<file path="src/hsd_pkg.sv">
`default_nettype none

package hsd_pkg;

    // Fixed-point setup
    localparam int ANGLE_FRAC_BITS = 7;
    localparam int SUM_WIDTH       = 32;
    localparam int GAIN_FRAC       = 8;
    localparam int PROD_SHIFT      = ANGLE_FRAC_BITS + GAIN_FRAC;

    // Field widths
    localparam int GAIN_W   = 16;
    localparam int TARGET_W = 15;
    localparam int ANGLE_W  = 16;
    localparam int DUTY_W   = 16;
    localparam int ERR_W    = 17;
    localparam int DERIV_W  = ERR_W + 1;
    localparam int PID_W    = 17;

    // Product and accumulator widths (gain is zero-extended to a signed operand)
    localparam int P_W   = GAIN_W + 1 + ERR_W;
    localparam int I_W   = GAIN_W + 1 + SUM_WIDTH;
    localparam int D_W   = GAIN_W + 1 + DERIV_W;
    localparam int ACC_W = I_W + 2;
    localparam int Q_W   = ACC_W - PROD_SHIFT;

    // 180 degrees in angle units
    localparam int TARGET_MAX = 180 << ANGLE_FRAC_BITS;

    localparam logic signed [SUM_WIDTH-1:0] SUM_MAX = {1'b0, {(SUM_WIDTH-1){1'b1}}};
    localparam logic signed [SUM_WIDTH-1:0] SUM_MIN = {1'b1, {(SUM_WIDTH-1){1'b0}}};

    // Port widths
    localparam int S_TDATA_W = 40;
    localparam int S_TUSER_W = 2;
    localparam int M_FIELD_W = 2 * DUTY_W + PID_W + 1;
    localparam int M_TDATA_W = 56;
    localparam int M_PAD_W   = M_TDATA_W - M_FIELD_W;
    localparam int CFG_IDX_W = 3;
    localparam int CFG_DAT_W = 16;

    typedef enum logic [1:0] {
        MODE_PID  = 2'd0,
        MODE_FULL = 2'd1,
        MODE_RATE = 2'd2,
        MODE_HOLD = 2'd3
    } mode_t;

    typedef enum logic [1:0] {
        DIR_STOP = 2'd0,
        DIR_FWD  = 2'd1,
        DIR_REV  = 2'd2,
        DIR_KEEP = 2'd3
    } dir_t;

    typedef enum logic [CFG_IDX_W-1:0] {
        REG_PROP_GAIN  = 3'd0,
        REG_INTEG_GAIN = 3'd1,
        REG_DERIV_GAIN = 3'd2,
        REG_TARGET     = 3'd3,
        REG_LIMIT      = 3'd4,
        REG_SWAP       = 3'd5
    } reg_idx_t;

    typedef struct packed {
        logic [GAIN_W-1:0]   prop_gain;
        logic [GAIN_W-1:0]   integ_gain;
        logic [GAIN_W-1:0]   deriv_gain;
        logic [TARGET_W-1:0] setpoint;
        logic [DUTY_W-1:0]   drive_limit;
        logic                swap_channels;
    } cfg_t;

    // Per-word control carried down the pipe
    typedef struct packed {
        mode_t             mode;
        dir_t              dir;
        logic [DUTY_W-1:0] rate;
        logic              sat;
    } ctrl_t;

endpackage

`default_nettype wire

</file>
<file path="src/hsd_integrator.sv">
`default_nettype none

module hsd_integrator (
    input  logic                                  aclk,
    input  logic                                  aresetn,
    input  logic                                  load,
    input  hsd_pkg::ctrl_t                        in_ctrl,
    input  logic        [hsd_pkg::ANGLE_W-1:0]    in_angle,
    input  hsd_pkg::cfg_t                         cfg,
    output hsd_pkg::ctrl_t                        ctrl_reg,
    output logic signed [hsd_pkg::ERR_W-1:0]      err_reg,
    output logic signed [hsd_pkg::SUM_WIDTH-1:0]  sum_reg,
    output logic signed [hsd_pkg::DERIV_W-1:0]    deriv_reg
);
    import hsd_pkg::*;

    localparam logic [TARGET_W-1:0] TGT_CLAMP = TARGET_W'(TARGET_MAX);

    logic signed [SUM_WIDTH-1:0] error_sum_reg;
    logic signed [ERR_W-1:0]     last_error_reg;

    logic        [TARGET_W-1:0]  tgt;
    logic signed [ERR_W-1:0]     err;
    logic signed [SUM_WIDTH:0]   sum_wide;
    logic signed [SUM_WIDTH-1:0] sum_sat;
    logic signed [DERIV_W-1:0]   deriv;
    logic                        is_pid;
    ctrl_t                       ctrl_next;

    assign tgt = ({17'd0, cfg.setpoint} > 32'(TARGET_MAX)) ? TGT_CLAMP : cfg.setpoint;
    assign err = $signed({2'b00, tgt}) - $signed({1'b0, in_angle});

    // saturating integral
    assign sum_wide = (SUM_WIDTH+1)'(error_sum_reg) + (SUM_WIDTH+1)'(err);

    always_comb begin
        if (sum_wide[SUM_WIDTH] != sum_wide[SUM_WIDTH-1]) begin
            sum_sat = sum_wide[SUM_WIDTH] ? SUM_MIN : SUM_MAX;
        end else begin
            sum_sat = sum_wide[SUM_WIDTH-1:0];
        end
    end

    assign deriv  = DERIV_W'(err) - DERIV_W'(last_error_reg);
    assign is_pid = (in_ctrl.mode == MODE_PID);

    always_comb begin
        ctrl_next = in_ctrl;
        if (is_pid) begin
            ctrl_next.sat = (sum_sat == SUM_MAX) || (sum_sat == SUM_MIN);
        end else begin
            ctrl_next.sat = (error_sum_reg == SUM_MAX) || (error_sum_reg == SUM_MIN);
        end
    end

    always_ff @(posedge aclk) begin
        if (!aresetn) begin
            error_sum_reg  <= '0;
            last_error_reg <= '0;
        end else if (load && is_pid) begin
            error_sum_reg  <= sum_sat;
            last_error_reg <= err;
        end
    end

    always_ff @(posedge aclk) begin
        if (load) begin
            ctrl_reg  <= ctrl_next;
            err_reg   <= err;
            sum_reg   <= sum_sat;
            deriv_reg <= deriv;
        end
    end

endmodule

`default_nettype wire

</file>
<file path="config.mk">
export PLATFORM = sky130hd
export DESIGN_NAME = hsd_integrator
export DESIGN_NICKNAME = d
export VERILOG_FILES = /design/src/hsd_pkg.sv /design/src/hsd_integrator.sv
export SDC_FILE = /design/constraint.sdc
export NUM_CORES = 1
export LEC_CHECK = 0
export BUFFER_PORTS_ARGS = -buffer_cell sky130_fd_sc_hd__buf_2
export CORE_UTILIZATION = 45
export DETAILED_ROUTE_END_ITERATION = 7
export PLACE_DENSITY = 0.69
export RECOVER_POWER = 50
export SYNTH_ARGS = -nofsm -noshare
export SYNTH_HDL_FRONTEND = slang
export SYNTH_SLANG_ARGS = --single-unit
</file>
<file path="constraint.sdc">
create_clock -name aclk -period 10.24 [get_ports aclk]
set_input_delay 2.048 -clock aclk [delete_from_list [all_inputs] [get_ports aclk]]
set_output_delay 2.048 -clock aclk [all_outputs]
set_load 0.05 [all_outputs]
</file>
==> summary.txt <==
Placed design
  • Dpl hpwl: 15600 um
  • GP Congestion: 0.898
  • Placed Area: ~0.0095 mm2
  • Port Buffers: around 140

Status
  • Failing checks: max-capacitance violations, max-slew violations
  • Status: complete, but fails checks

Worst setup path
  • Crit Path Category: input port to flop
  • CP Buf/Inv Count: 2
  • Crit path arrival time: roughly 9700 ps
  • Crit path max-delay family: compound AO/OA/AOI/OAI gates
  • Worst Path Max Fanout: 18
  • CP max stage delay: 600 ps
  • Critical Path RT: roughly 11000 ps
  • Worst setup EP type: flop
  • Startpoint Class: input port
  • CP dominant cell by count: o21ai_0
  • Slowest-stage cell, CP: ha_1

Logic synthesis
  • FF+latch count, synth: approximately 140
  • Main synth FF type: edfxtp_1
  • Post-synthesis compound-gate area fraction: roughly a fifth
  • Syn nets: ~1100
  • Post-synth EDFFs: 88
  • Register area share after synthesis: a little over two fifths
  • Avg Inst Size Synth: 9.45 um2
  • Mapped Cells: 907
  • Synth unique cells: just under 70
  • Post-Synth Adder-Cell Area: 10.3%
  • Post-synthesis simple-gate area fraction: a little under a fifth
  • Cell area after synthesis: ~0.0086 mm2
  • Multiplexer area fraction after synthesis: less than 1%
  • Post-Synth XOR/XNOR Area: ~5.0%
  • Async set-or-reset flop fraction in the synthesized netlist: 0%
  • Largest family of logic cells by synthesized area: compound AO/OA/AOI/OAI gates
  • Warnings from Yosys: 0

STA
  • Period minus WS final: around 9500 ps
  • Pins over their slew limit: 93
  • Worst Skew: ~11 ps
  • # setup viols final: 0
  • Final period util: 92.6%
  • Max_slew headroom: -125%
  • Slew @ Worst Pin: between 3000 and 4000 ps
  • Final Hold Viols: 0
  • Final Hold Slack: between 400 and 500 ps
  • RSZ-0062 raised after global routing: no
  • Fmax: around 0.11 GHz
  • Final TNS setup: 0 ps

Clock network
  • PostCTS Resize Cnt: 0
  • Clock latency at the later pin of the worst-skew pair: 420 ps
  • H-tree depth: 4
  • # clock sinks: 137
  • CTS tree: yes
  • Setup bufs post-CTS: 0
  • Clock root cell: clkbuf_16
  • Clock Tree Buf Depth: 2
  • Hold buffer count at cts: 0
  • CTS clk-pin slew, worst paths: approximately 60 ps
  • CTS Buf Count: 17

Floorplanning
  • Initial core utilization: 45.8%
  • IO Pins: around 210
  • Die X: between 100 and 150 um
  • Row count: 50
  • Core footprint: approximately 0.019 mm2
  • Die height: between 100 and 150 um
  • Full die area: 0.0196 mm2

Layout
  • Diode count: 0
  • Layout area overhead: 16.7%
  • NumNets Final: approximately 1200
  • Finished Cell Area: 0.0100 mm2
  • Layout cells sized above 1: around a tenth
  • Fill cell count: roughly 1800

Routing
  • DR pass1 iterations: 6
  • Wirelength per Cell: between 15 and 20 um
  • Final ANT Viol Nets: 0
  • Final wirelength: 20800 um
  • Initial DRC Count: 630
  • Via density: 5.64
  • DRC Markers: 0
  • Vias: 7282

GRT
  • Grt total ovfl: 0
  • Global-route wire length before repair: 33600 um
  • Vias in the first global route: about 6600
  • Gr usage total: 21.5%
  • Initial antenna violation count: 0
  • Largest net degree at the start of global routing: 67

Power
  • Peak supply drop: about 120 uV
  • P per Cell Area: 242 mW/mm2
  • Cell leakage power: between 4 and 5 nW

Min path
  • Tightest Hold Check Type: flop to flop

Job
  • Max cap viols: 2
-- worst min-delay path: stages, from the launching register on --
cell,delay (ps)
dfxtp_1,310
nand2_1,40
a21boi_0,60
-- where the power goes --
part | total, mW | internal (mW) | leakage [nW] | switching, mW
Clock | 0.632 | 0.403 | 0.288 | 0.229
Sequential | 0.756 | 0.722 | 1.25 | 0.0347
Combinational | 1.03 | 0.290 | 2.60 | 0.743
-- layout by cell type, fill, tap and decap left out, types with 4 or more instances in the layout --
cell	netlist	final
inv_1	55	55
o41ai_1	4	4
edfxtp_1	88	88
nor3b_1	6	6
buf_2	2	50
nor2b_1	6	6
nand3_1	32	32
a21boi_0	32	32
bufinv_16	0	4
a21oi_1	48	48
nor4_1	15	15
or3_1	6	6
clkbuf_1	25	92
o21a_1	10	10
nand2_1	123	123
dfxtp_1	49	49
or2_2	7	7
o211a_1	16	16
a211oi_1	5	5
a31oi_1	7	7
and2_1	17	16
ha_1	66	66
o21ai_0	51	51
o21bai_1	6	6
a21o_1	15	15
nor3_1	16	16
nand2b_1	8	8
nand4_1	14	14
xnor2_1	29	29
nor2_1	48	48
mux2i_1	4	4
xor2_1	20	20
and3_1	9	9
clkbuf_16	0	17
buf_4	0	9
-- cell type report --
cell class	count	area, um2	share of cell area [%]
tap	234	293	2.93
clock buffer	17	425	4.25
multi-input combinational	683	4610	46.1
clock inverter	13	179	1.79
timing repair buffer	151	663	6.63
inverter	55	206	2.06
sequential	137	3620	36.2
-- per-stage QoR --
| step | cells | util, % | setup slack [ps] | total power [mW] |
|---|---|---|---|---|
| floorplan | 907 | - | 1350 | 1.56 |
| global placement | 1260 | 50.9 | 477 | 1.80 |
| detailed placement | 1260 | 50.9 | 425 | 1.81 |
| CTS | 1290 | 54.1 | 836 | 2.45 |
| global route | 1290 | 53.5 | 221 | 2.55 |
| finish | 1290 | 53.5 | 763 | 2.42 |
-- metal layers --
layer / up-vias / global-route usage, % / part of all wire (%)
met4: 0 / 7.00 / 1.6
met3: 24 / 3.90 / 6.4
met1: 3401 / 30.2 / 47
met5: - / 0 / 0
met2: 248 / 33.5 / 45
li1: 3609 / - / -
-- path summary, 6_finish.rpt --
kind         depth (start not counted)                            from  slack, ps                        endpoint
min                                  2  last_error_reg[2]$_SDFFE_PN0P_        460  last_error_reg[2]$_SDFFE_PN0P_
min reg2reg                          2  last_error_reg[2]$_SDFFE_PN0P_        460  last_error_reg[2]$_SDFFE_PN0P_
max reg2reg                         13   error_sum_reg[0]$_SDFFE_PN0P_       5810           ctrl_reg[0]$_DFFE_PP_
max                                 32                         cfg[20]        760           ctrl_reg[0]$_DFFE_PP_
-- cell usage after synthesis (7+ instances only) --
cell type	number	share of area, %
edfxtp_1	88	31
o211a_1	16	1.9
nand4_1	14	1.0
nand3_1	32	1.9
nand2_1	123	5.4
nor2_1	48	2.1
nor4_1	15	1.1
o21a_1	10	0.88
a21boi_0	32	2.8
clkbuf_1	25	1.1
nand2b_1	8	0.58
dfxtp_1	49	11
nor3_1	16	0.93
xor2_1	20	2.0
and2_1	17	1.2
a31oi_1	7	0.51
and3_1	9	0.66
o21ai_0	51	3.0
xnor2_1	29	3.0
a21oi_1	48	2.8
ha_1	66	9.6
a21o_1	15	1.3
inv_1	55	2.4
or2_2	7	0.51
-- kinds of logic after synthesis --
| kind of cell | Yosys count |
|---|---|
| simple gates | 322 |
| mux | 6 |
| fa+ha+maj | 69 |
| flops | 137 |
| buf+inv | 87 |
| compound gates | 237 |
| xor+xnor | 49 |
No activity file was read; power rests on OpenSTA's default activity.
