## config.mk

```make
export PLATFORM = sky130hd
export DESIGN_NAME = hsd_drive
export DESIGN_NICKNAME = d
export VERILOG_FILES = /design/src/hsd_pkg.sv /design/src/hsd_drive.sv
export SDC_FILE = /design/constraint.sdc
export NUM_CORES = 1
export LEC_CHECK = 0
export BUFFER_PORTS_ARGS = -buffer_cell sky130_fd_sc_hd__buf_2
export CORE_AREA = 2 2 133 135
export CTS_CLUSTER_DIAMETER = 60
export CTS_CLUSTER_SIZE = 40
export DETAILED_ROUTE_END_ITERATION = 6
export DIE_AREA = 0 0 135 137
export PLACE_DENSITY = 0.7
export SKIP_CTS_REPAIR_TIMING = 1
export SLEW_MARGIN = 20
export SYNTH_ARGS = -nofsm -noshare
export SYNTH_HDL_FRONTEND = slang
export SYNTH_SLANG_ARGS = --single-unit
```

## constraint.sdc

```tcl
create_clock -name aclk -period 9.2 [get_ports aclk]
set_input_delay 1.38 -clock aclk [delete_from_list [all_inputs] [get_ports aclk]]
set_output_delay 1.38 -clock aclk [all_outputs]
set_load 0.02 [all_outputs]
```

## src/hsd_pkg.sv

```systemverilog
`default_nettype none

package hsd_pkg;

    // Fixed-point setup
    localparam int ANGLE_FRAC_BITS = 7;
    localparam int SUM_WIDTH       = 32;
    localparam int GAIN_FRAC       = 8;
    localparam int PROD_SHIFT      = ANGLE_FRAC_BITS + GAIN_FRAC;

    // Field widths
    localparam int GAIN_W   = 16;
    localparam int TARGET_W = 15;
    localparam int ANGLE_W  = 16;
    localparam int DUTY_W   = 16;
    localparam int ERR_W    = 17;
    localparam int DERIV_W  = ERR_W + 1;
    localparam int PID_W    = 17;

    // Product and accumulator widths (gain is zero-extended to a signed operand)
    localparam int P_W   = GAIN_W + 1 + ERR_W;
    localparam int I_W   = GAIN_W + 1 + SUM_WIDTH;
    localparam int D_W   = GAIN_W + 1 + DERIV_W;
    localparam int ACC_W = I_W + 2;
    localparam int Q_W   = ACC_W - PROD_SHIFT;

    // 180 degrees in angle units
    localparam int TARGET_MAX = 180 << ANGLE_FRAC_BITS;

    localparam logic signed [SUM_WIDTH-1:0] SUM_MAX = {1'b0, {(SUM_WIDTH-1){1'b1}}};
    localparam logic signed [SUM_WIDTH-1:0] SUM_MIN = {1'b1, {(SUM_WIDTH-1){1'b0}}};

    // Port widths
    localparam int S_TDATA_W = 40;
    localparam int S_TUSER_W = 2;
    localparam int M_FIELD_W = 2 * DUTY_W + PID_W + 1;
    localparam int M_TDATA_W = 56;
    localparam int M_PAD_W   = M_TDATA_W - M_FIELD_W;
    localparam int CFG_IDX_W = 3;
    localparam int CFG_DAT_W = 16;

    typedef enum logic [1:0] {
        MODE_PID  = 2'd0,
        MODE_FULL = 2'd1,
        MODE_RATE = 2'd2,
        MODE_HOLD = 2'd3
    } mode_t;

    typedef enum logic [1:0] {
        DIR_STOP = 2'd0,
        DIR_FWD  = 2'd1,
        DIR_REV  = 2'd2,
        DIR_KEEP = 2'd3
    } dir_t;

    typedef enum logic [CFG_IDX_W-1:0] {
        REG_PROP_GAIN  = 3'd0,
        REG_INTEG_GAIN = 3'd1,
        REG_DERIV_GAIN = 3'd2,
        REG_TARGET     = 3'd3,
        REG_LIMIT      = 3'd4,
        REG_SWAP       = 3'd5
    } reg_idx_t;

    typedef struct packed {
        logic [GAIN_W-1:0]   prop_gain;
        logic [GAIN_W-1:0]   integ_gain;
        logic [GAIN_W-1:0]   deriv_gain;
        logic [TARGET_W-1:0] setpoint;
        logic [DUTY_W-1:0]   drive_limit;
        logic                swap_channels;
    } cfg_t;

    // Per-word control carried down the pipe
    typedef struct packed {
        mode_t             mode;
        dir_t              dir;
        logic [DUTY_W-1:0] rate;
        logic              sat;
    } ctrl_t;

endpackage

`default_nettype wire

```

## src/hsd_drive.sv

```systemverilog
`default_nettype none

module hsd_drive (
    input  logic                                aclk,
    input  logic                                aresetn,
    input  logic                                load,
    input  hsd_pkg::ctrl_t                      in_ctrl,
    input  logic signed [hsd_pkg::ACC_W-1:0]    in_acc,
    input  hsd_pkg::cfg_t                       cfg,
    output logic        [hsd_pkg::DUTY_W-1:0]   duty_a_reg,
    output logic        [hsd_pkg::DUTY_W-1:0]   duty_b_reg,
    output logic signed [hsd_pkg::PID_W-1:0]    pid_reg,
    output logic                                sat_reg
);
    import hsd_pkg::*;

    localparam logic signed [ACC_W-1:0] BIAS = ACC_W'((64'd1 << PROD_SHIFT) - 64'd1);

    logic signed [ACC_W-1:0] acc_b;
    logic signed [Q_W-1:0]   quo;
    logic signed [Q_W-1:0]   lim_q;
    logic signed [PID_W-1:0] lim_p;
    logic signed [PID_W-1:0] pid_c;
    logic signed [PID_W-1:0] pid_neg;
    logic [DUTY_W-1:0]       level;
    logic [DUTY_W-1:0]       fwd;
    logic [DUTY_W-1:0]       rev;
    logic                    write_duty;

    logic [DUTY_W-1:0]       duty_a_next;
    logic [DUTY_W-1:0]       duty_b_next;
    logic signed [PID_W-1:0] pid_next;

    // truncate toward zero: bias negatives before the arithmetic shift
    assign acc_b = in_acc + (in_acc[ACC_W-1] ? BIAS : '0);
    assign quo   = acc_b[ACC_W-1:PROD_SHIFT];
    assign lim_q = $signed(Q_W'({1'b0, cfg.drive_limit}));
    assign lim_p = $signed({1'b0, cfg.drive_limit});

    always_comb begin
        if (quo >= lim_q) begin
            pid_c = lim_p;
        end else if (quo <= -lim_q) begin
            pid_c = -lim_p;
        end else begin
            pid_c = quo[PID_W-1:0];
        end
    end

    assign pid_neg = -pid_c;
    assign level   = (in_ctrl.mode == MODE_FULL) ? cfg.drive_limit : in_ctrl.rate;

    always_comb begin
        fwd        = '0;
        rev        = '0;
        write_duty = 1'b1;
        pid_next   = pid_reg;
        unique case (in_ctrl.mode)
            MODE_PID: begin
                pid_next = pid_c;
                if (pid_c > 0) begin
                    fwd = pid_c[DUTY_W-1:0];
                end else begin
                    rev = pid_neg[DUTY_W-1:0];
                end
            end
            MODE_FULL, MODE_RATE: begin
                unique case (in_ctrl.dir)
                    DIR_STOP: ;
                    DIR_FWD:  fwd = level;
                    DIR_REV:  rev = level;
                    DIR_KEEP: write_duty = 1'b0;
                endcase
            end
            MODE_HOLD: write_duty = 1'b0;
        endcase
    end

    always_comb begin
        duty_a_next = duty_a_reg;
        duty_b_next = duty_b_reg;
        if (write_duty) begin
            duty_a_next = cfg.swap_channels ? rev : fwd;
            duty_b_next = cfg.swap_channels ? fwd : rev;
        end
    end

    always_ff @(posedge aclk) begin
        if (!aresetn) begin
            duty_a_reg <= '0;
            duty_b_reg <= '0;
            pid_reg    <= '0;
            sat_reg    <= 1'b0;
        end else if (load) begin
            duty_a_reg <= duty_a_next;
            duty_b_reg <= duty_b_next;
            pid_reg    <= pid_next;
            sat_reg    <= in_ctrl.sat;
        end
    end

endmodule

`default_nettype wire

```

==> metrics.log <==
INFO  metric number_of_placement_rows = 48
INFO  metric syn-instance-count = slightly above 900
INFO  metric tightest_slew = a little under 1 ns
INFO  metric dp_hpwl = around 18,000 µm
INFO  metric fin_crit_sh = 91.22%
INFO  metric maxCapViolCount = 0
INFO  metric num_vias = about 7,500
INFO  metric power_density = between 90 and 100 nW/µm²
INFO  metric cts.path.max_buffers = 2
INFO  metric cts.sink_count = 50
INFO  metric pin_count = just over 200
INFO  metric clk_transition_reported_paths = approximately 0.07 ns
INFO  metric largest_net_degree_at_the_start_of_global_routing = 30
INFO  metric h-tree-depth = 2
INFO  metric per_instance_average_area_after_synthesis = about 7.4 µm²
INFO  metric nets = 1,251
INFO  metric power.sequential.fraction = between 30% and 40%
INFO  metric setup_viol = 0
INFO  metric ys_async_sr_fraction = 0%
INFO  metric largest_register_ffs = 17
INFO  metric comb_power_share = 41.1%
INFO  metric drt.antenna.violating_nets = 0
INFO  metric viasPerCell = slightly above 6
INFO  metric critPathKind = in2reg
INFO  metric edff_count_synth = 0
INFO  metric crit_path_max_fanout = 24
INFO  metric ys_top_cells_by_count = 93 x sky130_fd_sc_hd__nor2_1, 71 x sky130_fd_sc_hd__ha_1, 66 x sky130_fd_sc_hd__nand2_1, 57 x sky130_fd_sc_hd__a21oi_1, 50 x sky130_fd_sc_hd__dfxtp_1
INFO  metric ir_drop = roughly 0.11 mV
INFO  metric timing_hold_violations_final = 0
INFO  metric worst_slew_margin_rel = between 30% and 40%
INFO  metric clk-insertion-delay-late = roughly 0.3 ns
INFO  metric p_leak = ~3.5 nW
INFO  metric track_usage = about a quarter
INFO  metric die_w = 135 µm
INFO  metric synth_top_flop_cell = sky130_fd_sc_hd__dfxtp_1
INFO  metric setup_slack_reg_to_reg = 8.43 ns
INFO  metric worst-endpoint-required = between 9 and 10 ns
INFO  metric synth_largest_area_cell = sky130_fd_sc_hd__dfxtp_1
INFO  metric synth.yosys.seq_area_share = about 15%
INFO  metric total_switching_power = 0.0002964 W
INFO  metric die-area = approximately 18,000 µm²
INFO  metric start_util = 39.49%
INFO  metric post_drt_wl_per_cell = 17.81 µm
INFO  metric ctsRootBufferMaster = sky130_fd_sc_hd__clkbuf_16
INFO  metric cp_data_arrival_time = 8.64 ns
INFO  metric cts-buffers-inserted = 5
INFO  metric drt_iter0_drc = a little under 700
INFO  metric fmax = approximately 0.12 GHz
INFO  metric pwr-share-clk = roughly 28%
INFO  metric post_syn_nets = approximately 1,100
INFO  metric layout.filler_cells = between 1,500 and 2,000
INFO  metric power.switching_fraction = roughly two fifths
INFO  metric synthTopCellsByArea = sky130_fd_sc_hd__dfxtp_1 15%, sky130_fd_sc_hd__ha_1 13%, sky130_fd_sc_hd__nor2_1 5.2%, sky130_fd_sc_hd__a21oi_1 4.2%, sky130_fd_sc_hd__xnor2_1 4.2%
INFO  metric hold_depth = 2
INFO  metric post_synth_instance_area = around 6700 µm²
INFO  metric rsz0062_at_grt = no
INFO  metric tritoncts = built
INFO  metric final_cell_count_no_fill = about 1,300
INFO  metric antenna_violations_before_repair = 1
INFO  metric critPathBufInv = 2
INFO  metric synthToLayoutAreaGrowth = 15.99%
INFO  metric grt_pass1_vias = between 6,000 and 7,000
INFO  metric yosys.area.top_type_share = roughly 15%
INFO  metric worst-r2r-cell-count = 2
INFO  metric gp_congestion = just over 0.9
INFO  metric critical_path.max_stage_delay = a little under 0.6 ns
INFO  metric global_route_wire_length_before_repair = about 35,000 µm
INFO  metric outcome = completed
INFO  metric drive_gt1_share = roughly a fifth
INFO  metric final_critical_period = between 8 and 9 ns
INFO  metric count_of_tritonroute_iterations_in_the_first_routing_pass = 5
INFO  metric place.detailed.instances = around 1,200
INFO  metric finClkSkew = 0 ns
INFO  metric die_h = about 140 µm
INFO  metric cell_internal_power = a little under 0.0005 W
INFO  metric min-delay-path-class = reg2reg
INFO  metric ys_warn_count = 0
INFO  metric setup-tns-final = 0 ns
INFO  metric routed_wirelength = roughly 22,000 µm
INFO  metric core = 17,060 µm²
INFO  metric critical_path.slowest_cell = sky130_fd_sc_hd__nor4_4
INFO  metric detail_route.drc_violations = 0
INFO  metric critical-path-top-delay-family = compound AO/OA/AOI/OAI gates
INFO  metric critical_path.startpoint_type = input port
INFO  metric final-max-slew-violation-count = 0
INFO  metric cp_num_cells = 25
INFO  metric grt_remaining_overflow = 0
INFO  metric yosysUniqueCellTypes = 86
INFO  metric numPortBuffers = between 100 and 150
INFO  metric cp-end-kind = flip-flop
INFO  metric num_antenna_cells = 0
INFO  metric yosysMostFrequentCell = sky130_fd_sc_hd__nor2_1
INFO  metric synth-seq-cells = 50
[cell usage in the layout, fill, tap and decap left out, types with 26 or more instances in the layout]
master                    instances
sky130_fd_sc_hd__nand2_1         66
sky130_fd_sc_hd__dfxtp_1         50
sky130_fd_sc_hd__inv_1           44
sky130_fd_sc_hd__xnor2_1         32
sky130_fd_sc_hd__nand3_1         31
sky130_fd_sc_hd__o21ai_0         44
sky130_fd_sc_hd__ha_1            71
sky130_fd_sc_hd__nor2_1          93
sky130_fd_sc_hd__nand4_1         27
sky130_fd_sc_hd__buf_2          141
sky130_fd_sc_hd__nor3_1          26
sky130_fd_sc_hd__a21oi_1         57
[logic make-up after synthesis]
group                    synth area share [%]
flip-flops                              14.86
AO/OA/AOI/OAI                           27.75
XOR/XNOR                                6.762
AND/OR/NAND/NOR                         26.42
multiplexers                            5.443
adder cells (fa/ha/maj)                 13.19
buffers and inverters                   5.573
[layout make-up]
cell class	count	area, µm²	area share (%)
Clock inverter	3	43.79	0.5605
Timing Repair Buffer	158	833.3	10.67
Inverter	44	165.2	2.114
Clock buffer	5	125.1	1.602
Sequential cell	50	1001	12.81
Tap cell	225	281.5	3.603
Multi-Input combinational cell	766	5363	68.64
[through the flow]
stage / setup slack [ns] / cell area [µm²] / power [W] / hold slack, ns / utilization [%]
final: 0.8080 / 7812 / 0.0007775 / 0.4527 / 45.80
after global routing: 0.3165 / 7812 / 0.0008235 / 0.4775 / 45.80
after CTS: 1.017 / 7812 / 0.0007750 / 0.4539 / 45.80
after detailed placement: 0.7402 / 7644 / 0.0005576 / 0.4444 / 44.81
after global placement: 0.8489 / 7644 / 0.0005528 / 0.4421 / 44.81
after floorplan: 1.821 / 6735 / 0.0004510 / 0.5344 / -
[worst min-delay path: stages (launching register included)]
cell and delay (ns):
sky130_fd_sc_hd__dfxtp_1 0.31, sky130_fd_sc_hd__nand2_1 0.05, sky130_fd_sc_hd__a21oi_1 0.05
[power by group through the flow]
stage / Combinational (W) / Clock, W / Sequential [W]
3_3_place_gp: 0.000308 / 0 / 0.000245
5_1_grt: 0.000351 / 0.000231 / 0.000242
2_1_floorplan: 0.000188 / 0 / 0.000263
6_report: 0.000320 / 0.000218 / 0.000240
3_5_place_dp: 0.000313 / 0 / 0.000245
4_1_cts: 0.000315 / 0.000220 / 0.000240
[routing by layer]
metal  part of all wire, %  track usage (%)  vias to the layer above  wire length, µm
li1                      -                -                     3692                -
met1                    44            32.07                     3498             9790
met2                    45            38.24                      317            10070
met3                   8.9            5.111                       36             1980
met4                   1.9            5.498                        2              426
met5                 0.031                0                        -                7
[path summary, 6_finish.rpt]
kind	from	end
setup / recovery	in_acc[50]	duty_b_reg[12]$_SDFFE_PN0P_
hold / removal	pid_reg[2]$_SDFFE_PN0P_	pid_reg[2]$_SDFFE_PN0P_
setup reg to reg	duty_b_reg[10]$_SDFFE_PN0P_	duty_b_reg[10]$_SDFFE_PN0P_
hold reg to reg	pid_reg[2]$_SDFFE_PN0P_	pid_reg[2]$_SDFFE_PN0P_
Power figures use the tool's default switching activity.
