$ cat src/hsd_pkg.sv
`default_nettype none

package hsd_pkg;

    // Fixed-point setup
    localparam int ANGLE_FRAC_BITS = 7;
    localparam int SUM_WIDTH       = 32;
    localparam int GAIN_FRAC       = 8;
    localparam int PROD_SHIFT      = ANGLE_FRAC_BITS + GAIN_FRAC;

    // Field widths
    localparam int GAIN_W   = 16;
    localparam int TARGET_W = 15;
    localparam int ANGLE_W  = 16;
    localparam int DUTY_W   = 16;
    localparam int ERR_W    = 17;
    localparam int DERIV_W  = ERR_W + 1;
    localparam int PID_W    = 17;

    // Product and accumulator widths (gain is zero-extended to a signed operand)
    localparam int P_W   = GAIN_W + 1 + ERR_W;
    localparam int I_W   = GAIN_W + 1 + SUM_WIDTH;
    localparam int D_W   = GAIN_W + 1 + DERIV_W;
    localparam int ACC_W = I_W + 2;
    localparam int Q_W   = ACC_W - PROD_SHIFT;

    // 180 degrees in angle units
    localparam int TARGET_MAX = 180 << ANGLE_FRAC_BITS;

    localparam logic signed [SUM_WIDTH-1:0] SUM_MAX = {1'b0, {(SUM_WIDTH-1){1'b1}}};
    localparam logic signed [SUM_WIDTH-1:0] SUM_MIN = {1'b1, {(SUM_WIDTH-1){1'b0}}};

    // Port widths
    localparam int S_TDATA_W = 40;
    localparam int S_TUSER_W = 2;
    localparam int M_FIELD_W = 2 * DUTY_W + PID_W + 1;
    localparam int M_TDATA_W = 56;
    localparam int M_PAD_W   = M_TDATA_W - M_FIELD_W;
    localparam int CFG_IDX_W = 3;
    localparam int CFG_DAT_W = 16;

    typedef enum logic [1:0] {
        MODE_PID  = 2'd0,
        MODE_FULL = 2'd1,
        MODE_RATE = 2'd2,
        MODE_HOLD = 2'd3
    } mode_t;

    typedef enum logic [1:0] {
        DIR_STOP = 2'd0,
        DIR_FWD  = 2'd1,
        DIR_REV  = 2'd2,
        DIR_KEEP = 2'd3
    } dir_t;

    typedef enum logic [CFG_IDX_W-1:0] {
        REG_PROP_GAIN  = 3'd0,
        REG_INTEG_GAIN = 3'd1,
        REG_DERIV_GAIN = 3'd2,
        REG_TARGET     = 3'd3,
        REG_LIMIT      = 3'd4,
        REG_SWAP       = 3'd5
    } reg_idx_t;

    typedef struct packed {
        logic [GAIN_W-1:0]   prop_gain;
        logic [GAIN_W-1:0]   integ_gain;
        logic [GAIN_W-1:0]   deriv_gain;
        logic [TARGET_W-1:0] setpoint;
        logic [DUTY_W-1:0]   drive_limit;
        logic                swap_channels;
    } cfg_t;

    // Per-word control carried down the pipe
    typedef struct packed {
        mode_t             mode;
        dir_t              dir;
        logic [DUTY_W-1:0] rate;
        logic              sat;
    } ctrl_t;

endpackage

`default_nettype wire

$ cat src/hsd_products.sv
`default_nettype none

module hsd_products (
    input  logic                                  aclk,
    input  logic                                  load_mul,
    input  logic                                  load_sum,
    input  hsd_pkg::ctrl_t                        in_ctrl,
    input  logic signed [hsd_pkg::ERR_W-1:0]      in_err,
    input  logic signed [hsd_pkg::SUM_WIDTH-1:0]  in_sum,
    input  logic signed [hsd_pkg::DERIV_W-1:0]    in_deriv,
    input  hsd_pkg::cfg_t                         cfg,
    output hsd_pkg::ctrl_t                        ctrl_reg,
    output logic signed [hsd_pkg::ACC_W-1:0]      acc_reg
);
    import hsd_pkg::*;

    ctrl_t                mul_ctrl_reg;
    logic signed [P_W-1:0] p_reg;
    logic signed [I_W-1:0] i_reg;
    logic signed [D_W-1:0] d_reg;

    logic signed [P_W-1:0] p_next;
    logic signed [I_W-1:0] i_next;
    logic signed [D_W-1:0] d_next;
    logic signed [ACC_W-1:0] acc_next;

    assign p_next = $signed({1'b0, cfg.prop_gain})  * in_err;
    assign i_next = $signed({1'b0, cfg.integ_gain}) * in_sum;
    assign d_next = $signed({1'b0, cfg.deriv_gain}) * in_deriv;

    assign acc_next = ACC_W'(p_reg) + ACC_W'(i_reg) + ACC_W'(d_reg);

    always_ff @(posedge aclk) begin
        if (load_mul) begin
            mul_ctrl_reg <= in_ctrl;
            p_reg        <= p_next;
            i_reg        <= i_next;
            d_reg        <= d_next;
        end
    end

    always_ff @(posedge aclk) begin
        if (load_sum) begin
            ctrl_reg <= mul_ctrl_reg;
            acc_reg  <= acc_next;
        end
    end

endmodule

`default_nettype wire

$ cat config.mk
export PLATFORM = sky130hd
export DESIGN_NAME = hsd_products
export DESIGN_NICKNAME = d
export VERILOG_FILES = /design/src/hsd_pkg.sv /design/src/hsd_products.sv
export SDC_FILE = /design/constraint.sdc
export NUM_CORES = 2
export LEC_CHECK = 0
export ABC_AREA = 1
export BUFFER_PORTS_ARGS = -buffer_cell sky130_fd_sc_hd__buf_2
export CAP_MARGIN = 20
export CORE_ASPECT_RATIO = 1.1
export CORE_MARGIN = 5
export CORE_UTILIZATION = 25
export CTS_CLUSTER_DIAMETER = 60
export DETAILED_ROUTE_END_ITERATION = 10
export MAX_ROUTING_LAYER = met4
export SETUP_SLACK_MARGIN = 0.05
export SKIP_LAST_GASP = 1
export SYNTH_ARGS = -nofsm -noshare
export SYNTH_HDL_FRONTEND = slang
export SYNTH_SLANG_ARGS = --single-unit
$ cat constraint.sdc
create_clock -name aclk -period 6.5 [get_ports aclk]
set_input_delay 0.65 -clock aclk [delete_from_list [all_inputs] [get_ports aclk]]
set_output_delay 0.65 -clock aclk [all_outputs]
set_load 0.02 [all_outputs]
==> metrics.txt <==
# TYPE chip_impl_metric gauge
chip_impl_info{name="status",value="completed"} 1
chip_impl_metric{name="timing.fmax",unit="MHz"} 173
chip_impl_metric{name="clkTransAtPathRegs",unit="ns"} 0.06
chip_impl_metric{name="post_route_cells_drive_above_1_share",unit=""} 0.0691
chip_impl_info{name="rsz0062_at_grt",value="false"} 1
chip_impl_metric{name="grt_pass1_wl",unit="um"} 244000
chip_impl_metric{name="async_flop_share",unit=""} 0
chip_impl_metric{name="ctsLongestPathBuffers",unit=""} 3
chip_impl_metric{name="final_nets",unit=""} 8690
chip_impl_metric{name="floorplan.die.height",unit="um"} 497
chip_impl_metric{name="yosys_warnings",unit=""} 0
chip_impl_metric{name="final-max-slew-violation-count",unit=""} 0
chip_impl_metric{name="setup_viol_count_final",unit=""} 0
chip_impl_metric{name="finalHoldViolations",unit=""} 0
chip_impl_metric{name="cts_hold_repair.buffers",unit=""} 0
chip_impl_metric{name="routed_wire_length_per_instance",unit="um"} 15.0
chip_impl_metric{name="grt.overflow.total",unit=""} 0
chip_impl_metric{name="via_count_of_the_first_global_routing_pass",unit=""} 45200
chip_impl_metric{name="detail_route.first_pass.iterations",unit=""} 6
chip_impl_info{name="synthMostInstantiatedCell",value="sky130_fd_sc_hd__inv_1"} 1
chip_impl_metric{name="drt_drc_violations_left",unit=""} 0
chip_impl_metric{name="detail_route.iter0.violations",unit=""} 2442
chip_impl_metric{name="ctsResizeCount",unit=""} 0
chip_impl_metric{name="totalWireLength",unit="um"} 151000
chip_impl_metric{name="placement.io_buffers",unit=""} 210
chip_impl_info{name="synth_top_cell_by_area",value="sky130_fd_sc_hd__fa_1"} 1
chip_impl_metric{name="postCtsSetupBuffers",unit=""} 0
chip_impl_metric{name="cts_made_buffers",unit=""} 28
chip_impl_metric{name="critical_path.max_fanout",unit=""} 24
chip_impl_metric{name="detailedPlace.worstSlack",unit="ns"} 0.0633
chip_impl_metric{name="final_period_minus_worst_setup_slack",unit="ns"} 5.78
chip_impl_metric{name="fin_tns_setup",unit="ns"} 0
chip_impl_metric{name="layout.cells.non_filler",unit=""} 10000
chip_impl_metric{name="dr_total_vias",unit=""} 42100
chip_impl_metric{name="synth.top_cell.area_share",unit=""} 0.387
chip_impl_info{name="end_kind",value="register"} 1
chip_impl_metric{name="largest_register_ff_count",unit=""} 51
chip_impl_metric{name="globalRouteTotalUtil",unit=""} 0.139
chip_impl_metric{name="timing.max_cap.violations",unit=""} 0
chip_impl_metric{name="cts.htree.levels",unit=""} 1
chip_impl_metric{name="final_critical_path_setup_slack",unit="ns"} 0.723
chip_impl_info{name="clock_tree_from_tritoncts",value="yes"} 1
chip_impl_metric{name="area_delta_synth_final",unit="%"} 10.3
chip_impl_info{name="hp-class",value="input port to register"} 1
chip_impl_info{name="synth.top_cells.by_count",value="sky130_fd_sc_hd__inv_1 (2171), sky130_fd_sc_hd__nand2_1 (2080), sky130_fd_sc_hd__fa_1 (1041)"} 1
chip_impl_metric{name="gp_routability_congestion",unit=""} 0.914
chip_impl_metric{name="timing.final.crit_share",unit=""} 0.889
chip_impl_metric{name="antenna_violating_nets_post_route",unit=""} 0
chip_impl_metric{name="floorplan.core_area",unit="mm^2"} 0.214
chip_impl_metric{name="timing.critical_path.required",unit="ns"} 6.85
chip_impl_metric{name="die_area",unit="mm^2"} 0.225
chip_impl_metric{name="skew_pair_late_insertion_delay",unit="ns"} 0.61
chip_impl_info{name="clk_root_buffer_cell",value="sky130_fd_sc_hd__clkbuf_16"} 1
chip_impl_metric{name="arrival_time_of_the_worst_setup_path",unit="ns"} 6.13
chip_impl_metric{name="rows",unit=""} 178
chip_impl_metric{name="slew_headroom",unit=""} 0.365
chip_impl_info{name="setup.worst_path.start_class",value="input port"} 1
chip_impl_metric{name="synthCells",unit=""} 7016
chip_impl_metric{name="ys_seq_area_frac",unit=""} 0.118
chip_impl_info{name="worst-setup-path-type",value="input port to register"} 1
chip_impl_metric{name="worst_clock_skew",unit="ns"} 0.0713
chip_impl_metric{name="die_boundary_width",unit="um"} 453
chip_impl_metric{name="dpl.cell_count",unit=""} 9945
chip_impl_metric{name="syn_area",unit="mm^2"} 0.0539
chip_impl_metric{name="grt_max_degree",unit=""} 75
chip_impl_metric{name="synth.avg_cell_area",unit="um^2"} 7.68
chip_impl_metric{name="post_synth_edffs",unit=""} 211
chip_impl_metric{name="worst_pin_slew",unit="ns"} 0.952
chip_impl_metric{name="dp.final_hpwl",unit="um"} 132000
chip_impl_metric{name="number_of_vias_per_cell",unit=""} 4.20
chip_impl_info{name="dominantRegCellSynth",value="sky130_fd_sc_hd__edfxtp_1"} 1
chip_impl_metric{name="antenna_found_initial",unit=""} 27
chip_impl_metric{name="whs",unit="ns"} 0.278
chip_impl_metric{name="start_util",unit=""} 0.252
chip_impl_info{name="synthTopCellsByArea",value="sky130_fd_sc_hd__fa_1 (39%), sky130_fd_sc_hd__inv_1 (15%), sky130_fd_sc_hd__nand2_1 (14%)"} 1
chip_impl_metric{name="number_of_top_level_pins",unit=""} 243
chip_impl_metric{name="cts.sink_count",unit=""} 211
chip_impl_metric{name="synth.ff_latch_count",unit=""} 211
chip_impl_metric{name="yosys.cell_types.count",unit=""} 38
chip_impl_metric{name="synth_nets",unit=""} 8611
-- layout make-up --
type	instances	area (um^2)
Timing Repair Buffer	294	1870
Clock inverter	20	240
Inverter	2198	8250
Sequential cell	211	6340
Clock buffer	31	712
Multi-Input combinational cell	4362	38400
Tap cell	2880	3600
Fill cell	23200	155000
Antenna cell	19	47.5
-- cell usage in the layout (no fill, tap or decap), types with 4 or more instances in the layout --
cell type	n
sky130_fd_sc_hd__a21o_1	12
sky130_fd_sc_hd__a21oi_1	123
sky130_fd_sc_hd__a21oi_2	4
sky130_fd_sc_hd__buf_12	14
sky130_fd_sc_hd__buf_2	208
sky130_fd_sc_hd__buf_4	71
sky130_fd_sc_hd__clkbuf_16	28
sky130_fd_sc_hd__clkinv_1	4
sky130_fd_sc_hd__clkinvlp_4	4
sky130_fd_sc_hd__diode_2	19
sky130_fd_sc_hd__edfxtp_1	211
sky130_fd_sc_hd__fa_1	1041
sky130_fd_sc_hd__ha_1	383
sky130_fd_sc_hd__inv_1	2171
sky130_fd_sc_hd__inv_2	26
sky130_fd_sc_hd__nand2_1	2080
sky130_fd_sc_hd__nand2_2	40
sky130_fd_sc_hd__nand3_1	151
sky130_fd_sc_hd__nand3_2	4
sky130_fd_sc_hd__nand3b_1	12
sky130_fd_sc_hd__nand4_1	43
sky130_fd_sc_hd__nor2_1	198
sky130_fd_sc_hd__nor2_2	38
sky130_fd_sc_hd__nor2_4	13
sky130_fd_sc_hd__nor3_1	27
sky130_fd_sc_hd__nor3_2	15
sky130_fd_sc_hd__nor4_1	4
sky130_fd_sc_hd__o21a_1	5
sky130_fd_sc_hd__o21ai_0	40
sky130_fd_sc_hd__o21bai_1	14
sky130_fd_sc_hd__or2_2	8
sky130_fd_sc_hd__xnor2_1	15
sky130_fd_sc_hd__xor2_1	78
-- metrics by stage --
step                utilization  area [um^2]
floorplan                     -        53900
global placement          0.273        58400
detailed placement        0.273        58400
CTS                       0.277        59400
global route              0.278        59400
finish                    0.278        59400
-- path summary, 6_finish.rpt --
| path | startpoint | endpoint | cells past startpoint | slack [ns] |
|---|---|---|---|---|
| worst max-delay path | cfg[56] | i_reg[22]$_DFFE_PP_ | 24 | 0.72 |
| worst min-delay path | in_ctrl[1] | mul_ctrl_reg[1]$_DFFE_PP_ | 1 | 0.28 |
| worst max register to register | d_reg[34]$_DFFE_PP_ | acc_reg[44]$_DFFE_PP_ | 11 | 2.94 |
| worst min register to register | mul_ctrl_reg[15]$_DFFE_PP_ | ctrl_reg[15]$_DFFE_PP_ | 0 | 0.41 |
-- critical path, cell delays in order --
cell and delay [ns]:
sky130_fd_sc_hd__buf_2 0.19, sky130_fd_sc_hd__buf_12 0.20, sky130_fd_sc_hd__nand2_1 0.11, sky130_fd_sc_hd__fa_1 0.55, sky130_fd_sc_hd__inv_1 0.05, sky130_fd_sc_hd__fa_1 0.49, sky130_fd_sc_hd__inv_1 0.05, sky130_fd_sc_hd__fa_1 0.52
sky130_fd_sc_hd__inv_1 0.05, sky130_fd_sc_hd__fa_1 0.46, sky130_fd_sc_hd__fa_1 0.51, sky130_fd_sc_hd__inv_1 0.06, sky130_fd_sc_hd__fa_1 0.50, sky130_fd_sc_hd__inv_1 0.05, sky130_fd_sc_hd__ha_1 0.39, sky130_fd_sc_hd__nand2_1 0.13
sky130_fd_sc_hd__nor2_1 0.20, sky130_fd_sc_hd__nand2_1 0.12, sky130_fd_sc_hd__inv_1 0.07, sky130_fd_sc_hd__nand2_1 0.05, sky130_fd_sc_hd__nand2_1 0.14, sky130_fd_sc_hd__nand2_1 0.07, sky130_fd_sc_hd__nand2_1 0.07, sky130_fd_sc_hd__xor2_1 0.40
-- cells by family after synthesis --
logic type      Yosys count  synth area share
simple gates           2638             0.200
buf+inv                2443             0.170
fa+ha+maj              1424             0.476
flops                   211             0.118
compound gates          207            0.0215
xor+xnor                 93            0.0151
-- per-layer routing --
metal / track usage / share of wire
met1: 0.167 / 0.42
met2: 0.244 / 0.50
met3: 0.0142 / 0.044
met4: 0.0427 / 0.038
met5: - / 0
Power is left out: the tool's default activity adds up to more than one toggle a clock period on the data nets, which glitch-free logic cannot reach.
